[config.mk]
export PLATFORM = sky130hd
export DESIGN_NAME = sorted_insertion_list
export DESIGN_NICKNAME = d
export VERILOG_FILES = /design/src/design/sil_pkg.sv /design/src/design/sil_cell.sv /design/src/design/sorted_insertion_list.sv
export SDC_FILE = /design/constraint.sdc
export NUM_CORES = 2
export LEC_CHECK = 0
export BUFFER_PORTS_ARGS = -buffer_cell sky130_fd_sc_hd__buf_2
export CAP_MARGIN = 20
export CORE_MARGIN = 2
export CORE_UTILIZATION = 30
export CTS_CLUSTER_DIAMETER = 150
export DETAILED_ROUTE_END_ITERATION = 8
export PLACE_DENSITY_LB_ADDON = 0.05
export REMOVE_ABC_BUFFERS = 1
export SLEW_MARGIN = 15
export SYNTH_ARGS = -nofsm -noshare
export SYNTH_HDL_FRONTEND = slang
export SYNTH_SLANG_ARGS = --single-unit
[constraint.sdc]
create_clock -name clk -period 6.8 [get_ports clk]
set_clock_uncertainty 0.2 [all_clocks]
set_input_delay 0.68 -clock clk [delete_from_list [all_inputs] [get_ports clk]]
set_output_delay 0.68 -clock clk [all_outputs]
set_load 0.02 [all_outputs]
[src/design/sil_pkg.sv]
package sil_pkg;

  localparam int unsigned DepthDefault = 16;
  localparam int unsigned ValueW       = 32;
  localparam int unsigned PosW         = 4;
  localparam int unsigned StatusW      = 2;

  typedef enum logic [StatusW-1:0] {
    ST_INSERTED = 2'd0,
    ST_FULL     = 2'd1,
    ST_ENTRY    = 2'd2,
    ST_EMPTY    = 2'd3
  } status_t;

  typedef enum logic {
    KIND_INSERT = 1'b0,
    KIND_DUMP   = 1'b1
  } kind_t;

  typedef enum logic {
    S_IDLE = 1'b0,
    S_DUMP = 1'b1
  } state_t;

  // shared control broadcast along the cell chain
  typedef struct packed {
    logic                     ins;
    logic                     rot;
    logic signed [ValueW-1:0] value;
  } ctl_t;

endpackage

[src/design/sil_cell.sv]
module sil_cell (
  input  logic                              clk,
  input  sil_pkg::ctl_t                     ctl,
  input  logic                              is_first,
  input  logic                              valid,
  input  logic                              is_tail,
  input  logic                              left_pass,
  input  logic signed [sil_pkg::ValueW-1:0] left_data,
  input  logic signed [sil_pkg::ValueW-1:0] right_data,
  input  logic signed [sil_pkg::ValueW-1:0] head_data,
  output logic signed [sil_pkg::ValueW-1:0] data,
  output logic                              pass
);
  import sil_pkg::*;

  logic signed [ValueW-1:0] data_next;

  // stored value sits below the new one: entry stays put on insert
  assign pass = valid && (data < ctl.value);

  always_comb begin
    data_next = data;
    if (ctl.ins) begin
      if (!pass) begin
        if (is_first || left_pass) begin
          data_next = ctl.value;
        end else begin
          data_next = left_data;
        end
      end
    end else if (ctl.rot && valid) begin
      // readout rotates the occupied part; the head wraps round to the tail
      data_next = is_tail ? head_data : right_data;
    end
  end

  always_ff @(posedge clk) begin
    data <= data_next;
  end

endmodule

[src/design/sorted_insertion_list.sv]
// Insert: one transaction per cycle while the output is free; the result is registered on acceptance.
// Readout of n entries gives n results (one for an empty list), one entry per
// cycle while m_tready is high as the cell chain rotates; no new input is taken until the last is sent.
// Output is held while m_tready is low. Reset empties the list; stored
// values are not cleared.
module sorted_insertion_list #(
  parameter int unsigned DEPTH = sil_pkg::DepthDefault
) (
  input  logic        clk,
  input  logic        rst,
  input  logic        s_tvalid,
  output logic        s_tready,
  input  logic [31:0] s_tdata,   // [31:0] value
  input  logic        s_tuser,   // [0] kind
  output logic        m_tvalid,
  input  logic        m_tready,
  output logic [39:0] m_tdata,   // [31:0] entry_value, [35:32] position, [39:36] zero
  output logic [1:0]  m_tuser,   // [1:0] status
  output logic        m_tlast    // last
);
  import sil_pkg::*;

  localparam int unsigned CW = $clog2(DEPTH + 1);
  localparam int unsigned IW = $clog2(DEPTH);

  state_t state, state_next;
  logic [CW-1:0] count, count_next;
  logic [IW-1:0] idx, idx_next;

  logic                 out_valid, out_valid_next;
  status_t              out_status, out_status_next;
  logic signed [ValueW-1:0] out_value, out_value_next;
  logic [PosW-1:0]      out_pos, out_pos_next;
  logic                 out_last, out_last_next;

  ctl_t ctl;
  logic signed [ValueW-1:0] cell_data [DEPTH];
  logic [DEPTH-1:0] pass;
  logic [DEPTH-1:0] valid;
  logic [IW-1:0]    slot;
  logic             out_free;
  logic             accept;
  logic             full;

  assign out_free = !out_valid || m_tready;
  assign s_tready = (state == S_IDLE) && out_free;
  assign accept   = s_tvalid && s_tready;
  assign full     = (count == CW'(DEPTH));

  always_comb begin
    for (int i = 0; i < DEPTH; i++) begin
      valid[i] = CW'(i) < count;
    end
  end

  // first cell that does not pass is the insert slot
  always_comb begin
    slot = '0;
    for (int i = 0; i < DEPTH; i++) begin
      if (!pass[i] && (i == 0 || pass[(i == 0) ? 0 : i-1])) begin
        slot = slot | IW'(i);
      end
    end
  end

  genvar g;
  generate
    for (g = 0; g < DEPTH; g++) begin : g_cell
      sil_cell u_cell (
        .clk       (clk),
        .ctl       (ctl),
        .is_first  (g == 0),
        .valid     (valid[g]),
        .is_tail   (valid[g] && ((g == DEPTH-1) || !valid[(g == DEPTH-1) ? g : g+1])),
        .left_pass ((g == 0) ? 1'b0 : pass[(g == 0) ? 0 : g-1]),
        .left_data ((g == 0) ? ctl.value : cell_data[(g == 0) ? 0 : g-1]),
        .right_data((g == DEPTH-1) ? cell_data[g] : cell_data[(g == DEPTH-1) ? g : g+1]),
        .head_data (cell_data[0]),
        .data      (cell_data[g]),
        .pass      (pass[g])
      );
    end
  endgenerate

  always_comb begin
    state_next      = state;
    count_next      = count;
    idx_next        = idx;
    out_valid_next  = out_valid;
    out_status_next = out_status;
    out_value_next  = out_value;
    out_pos_next    = out_pos;
    out_last_next   = out_last;
    ctl.ins         = 1'b0;
    ctl.rot         = 1'b0;
    ctl.value       = $signed(s_tdata);

    if (out_free) begin
      out_valid_next = 1'b0;
    end

    case (state)
      S_IDLE: begin
        if (accept) begin
          out_valid_next = 1'b1;
          out_last_next  = 1'b1;
          if (kind_t'(s_tuser) == KIND_INSERT) begin
            out_value_next = $signed(s_tdata);
            if (full) begin
              out_status_next = ST_FULL;
              out_pos_next    = '0;
            end else begin
              ctl.ins         = 1'b1;
              out_status_next = ST_INSERTED;
              out_pos_next    = PosW'(slot);
              count_next      = count + CW'(1);
            end
          end else if (count == '0) begin
            out_status_next = ST_EMPTY;
            out_value_next  = '0;
            out_pos_next    = '0;
          end else begin
            // first entry goes out now, the rest follow in S_DUMP
            ctl.rot         = 1'b1;
            out_status_next = ST_ENTRY;
            out_value_next  = cell_data[0];
            out_pos_next    = '0;
            out_last_next   = (count == CW'(1));
            idx_next        = IW'(1);
            if (count != CW'(1)) begin
              state_next = S_DUMP;
            end
          end
        end
      end
      S_DUMP: begin
        if (out_free) begin
          ctl.rot         = 1'b1;
          out_valid_next  = 1'b1;
          out_status_next = ST_ENTRY;
          out_value_next  = cell_data[0];
          out_pos_next    = PosW'(idx);
          out_last_next   = (CW'(idx) + CW'(1) == count);
          idx_next        = idx + IW'(1);
          if (CW'(idx) + CW'(1) == count) begin
            state_next = S_IDLE;
          end
        end
      end
      default: begin
        state_next = S_IDLE;
      end
    endcase
  end

  always_ff @(posedge clk) begin
    if (rst) begin
      state     <= S_IDLE;
      count     <= '0;
      out_valid <= 1'b0;
    end else begin
      state     <= state_next;
      count     <= count_next;
      out_valid <= out_valid_next;
    end
  end

  always_ff @(posedge clk) begin
    idx        <= idx_next;
    out_status <= out_status_next;
    out_value  <= out_value_next;
    out_pos    <= out_pos_next;
    out_last   <= out_last_next;
  end

  assign m_tvalid = out_valid;
  assign m_tdata  = {4'b0000, out_pos, out_value};
  assign m_tuser  = out_status;
  assign m_tlast  = out_last;

endmodule

==> impl_metrics.ini <==
[clock_tree]
cts_tree = yes
cts.sinks = 562
cts_hold_repair.buffers = 0
cts-root-buf = clkbuf_16
cts-buffers-inserted = 80
htreeDepth = 3
clk_latency_ns = 0.69
clkSlewWorstSetupHoldPaths_ns = 0.05
post_cts_buffers = 0
cts.path.max_buffers = 3
cts_resized = 0

[die]
die_y_um = 384
io_pins = 82
start_util_pct = 30.2
rows = 139
die_area_sq_mm = 0.147
fp.dieW_um = 384
core_area_sq_mm = 0.143

[timing]
rsz0062_at_grt = false
drv_slew = 0
fin_tns_setup_ns = 0
fin_crit_sh_pct = 73.1
worst_pin_slew_ns = 1.21
fmax_mhz = 201
setup_violations = 0
hold_viol = 0
fin_crit_ns = 4.97
slew_headroom_pct = 18.6

[place]
dpl.hpwl_um = 139000
place.gp.congestion = 0.869
io_buffers = 77
dp.cells = 6646

[power]
p_clk_share_pct = 39.5
vdd_drop_max_mv = 0.157
internal_power_mw = 6.97
sw_frac_of_total_pct = 31.7
seqPwrFrac_pct = 42.2
power_switching_mw = 3.23
p_leak_nw = 18.7
combPwrFrac_pct = 18.3
total_power_mw = 10.2
p_per_area_mw_per_mm2 = 210

[global_routing]
grtUsageTotal_pct = 26.0
grt_max_degree = 192
met1_usage_pct = 34.5
grt_pass1_vias = 36899
grt_pass1_wl_um = 276000
busiest_layer = met2
grt_overflow_total = 0
antenna_found_initial = 13
grtUsageMet2_pct = 44.1
grt_use_met3_pct = 3.14

[yosys]
async_reset_ff_share_pct = 0
ys_dominant_reg_cell = edfxtp_1
synth_top_area_share_pct = 38.5
yosysMostFrequentCell = nand2_1
yosys.area.top_type = edfxtp_1
synth_edf_count = 555
synth_area_leaders = edfxtp_1 (39%), ha_1 (14%), a21oi_1 (7.3%)
ys_types = 75
yosysSeqAreaShare_pct = 38.8
netlist_top_cells_count = nand2_1 (667), a21oi_1 (629), o21ai_0 (624), edfxtp_1 (555), ha_1 (499)
avgSynthCellArea_sq_um = 8.83
synthesis.instances = 4900
syn-cell-area_sq_mm = 0.0433
yosys_warnings = 0
ys_ff_latch = 562

[layout]
final_net_count = 5361
drive_gt1_share_pct = 7.97
fillCellCount = 15072
seqCellArea_sq_mm = 0.0168
final_util_pct = 33.9
multi_input_comb_area_sq_mm = 0.0249
layoutNonFillerInstCount = 6787
area_growth_pct = 12.3

[route]
ant_nets = 0
wire_per_inst_um = 28.6
firstDrtPassIters = 6
vias = 37611
drt-initial-drc-count = 3429
vias_per_cell = 5.54
post-route-drc-count = 0
drt-total-wl_um = 194000

[hold_path]
min_path_type = in -> reg

[critical_path]
path_max_fanout = 37
cp-start-kind = input port
crit_type = in -> reg
required_ns = 6.94
end_kind = flip-flop
critPathArrivalTime_ns = 5.11

[outcome]
status = finished, final reports clean

[run]
drv_cap = 0
## power groups by stage
stage / combinational, mW / clock, mW / sequential, mW
2_1_floorplan: 1.18 / 0 / 4.32
3_3_place_gp: 1.86 / 0 / 4.37
3_5_place_dp: 1.87 / 0 / 4.37
4_1_cts: 1.88 / 4.14 / 4.30
5_1_grt: 2.07 / 4.23 / 4.32
6_report: 1.87 / 4.03 / 4.30
## logic make-up (layout without fill, tap and decap cells)
logic type / Yosys count / count (layout) / share of synthesized area, %
AND/OR/NAND/NOR: 1438 / 1438 / 15.0
XOR/XNOR: 10 / 10 / 0.202
buffers and inverters: 481 / 461 / 4.41
AO/OA/AOI/OAI: 1708 / 1708 / 22.5
multiplexers: 201 / 201 / 4.67
flip-flops: 562 / 562 / 38.8
adder cells (fa/ha/maj): 499 / 499 / 14.4
other: 1 / 5 / 0.00867
## through the flow
step           setup WS (ns)  hold WS [ns]  cell area [sq um]
2_1_floorplan         -13.38         0.335              41700
3_3_place_gp           0.317         0.381              46200
3_5_place_dp            1.14         0.385              46200
4_1_cts                 1.85        0.0265              48600
5_1_grt                 1.64        0.0679              48600
6_report                1.83        0.0832              48600
## final cells by class
class | count | share of cell area [%]
tap | 1903 | 4.90
multi-input combinational | 3860 | 51.3
inverter | 82 | 0.634
sequential | 562 | 34.6
timing repair buffer | 239 | 3.75
clock inverter | 29 | 0.322
antenna | 1 | 0.00515
clock buffer | 111 | 4.49
## layer usage
metal,part of all wire (%),routed length (um),up-vias
met4,3.1,5940,2
met1,45,87100,18434
li1,-,-,17976
met5,0.0067,13,-
met3,4.4,8590,229
met2,48,92700,970
## sequential cells by signal (all words and copies together) (netlist names)
| signal | count |
|---|---|
| g_cell.u_cell.data | 512 |
| out_value | 32 |
| count | 5 |
| idx | 4 |
| out_pos | 4 |
| m_tuser | 2 |
| m_tlast | 1 |
| m_tvalid | 1 |
| state | 1 |
## path summary, 6_finish.rpt
| kind | depth (start not counted) | slack [ns] | endpoint | startpoint |
|---|---|---|---|---|
| setup reg to reg | 10 | 2.13 | g_cell[8].u_cell.data[19] | g_cell[8].u_cell.data[1] |
| hold reg to reg | 2 | 0.39 | g_cell[0].u_cell.data[0] | g_cell[1].u_cell.data[0] |
| hold / removal | 3 | 0.08 | m_tvalid | s_tvalid |
| setup / recovery | 14 | 1.83 | g_cell[4].u_cell.data[8] | s_tdata[14] |
## worst max-delay path: stages
cell and delay (ns):
buf_2 0.19, inv_1 0.40, buf_4 0.37, ha_1 0.30, a21oi_1 0.19, nor2b_1 0.14, a2111oi_1 0.34, clkdlybuf4s18_2 0.32
o21ai_0 0.10, a31oi_1 0.54, or4_1 0.20, and2_2 0.70, a32o_2 0.24, buf_4 0.34
## cell usage in the layout, fill, tap and decap left out, types with 17 or more instances in the layout
cell | Yosys | final
a211oi_1 | 223 | 223
a21o_1 | 46 | 45
a21oi_1 | 629 | 628
buf_2 | 32 | 77
buf_4 | 11 | 143
clkbuf_1 | 339 | 28
clkbuf_16 | 0 | 83
clkinv_1 | 1 | 21
edfxtp_1 | 555 | 555
ha_1 | 499 | 499
inv_1 | 81 | 80
mux2i_1 | 196 | 196
nand2_1 | 667 | 661
nand3_1 | 46 | 41
nand4_1 | 64 | 64
nor2_1 | 316 | 312
nor2b_1 | 207 | 206
nor3_1 | 57 | 55
o211ai_1 | 17 | 17
o21ai_0 | 624 | 622
o22ai_1 | 40 | 32
No activity file was read; power rests on OpenSTA's default activity.
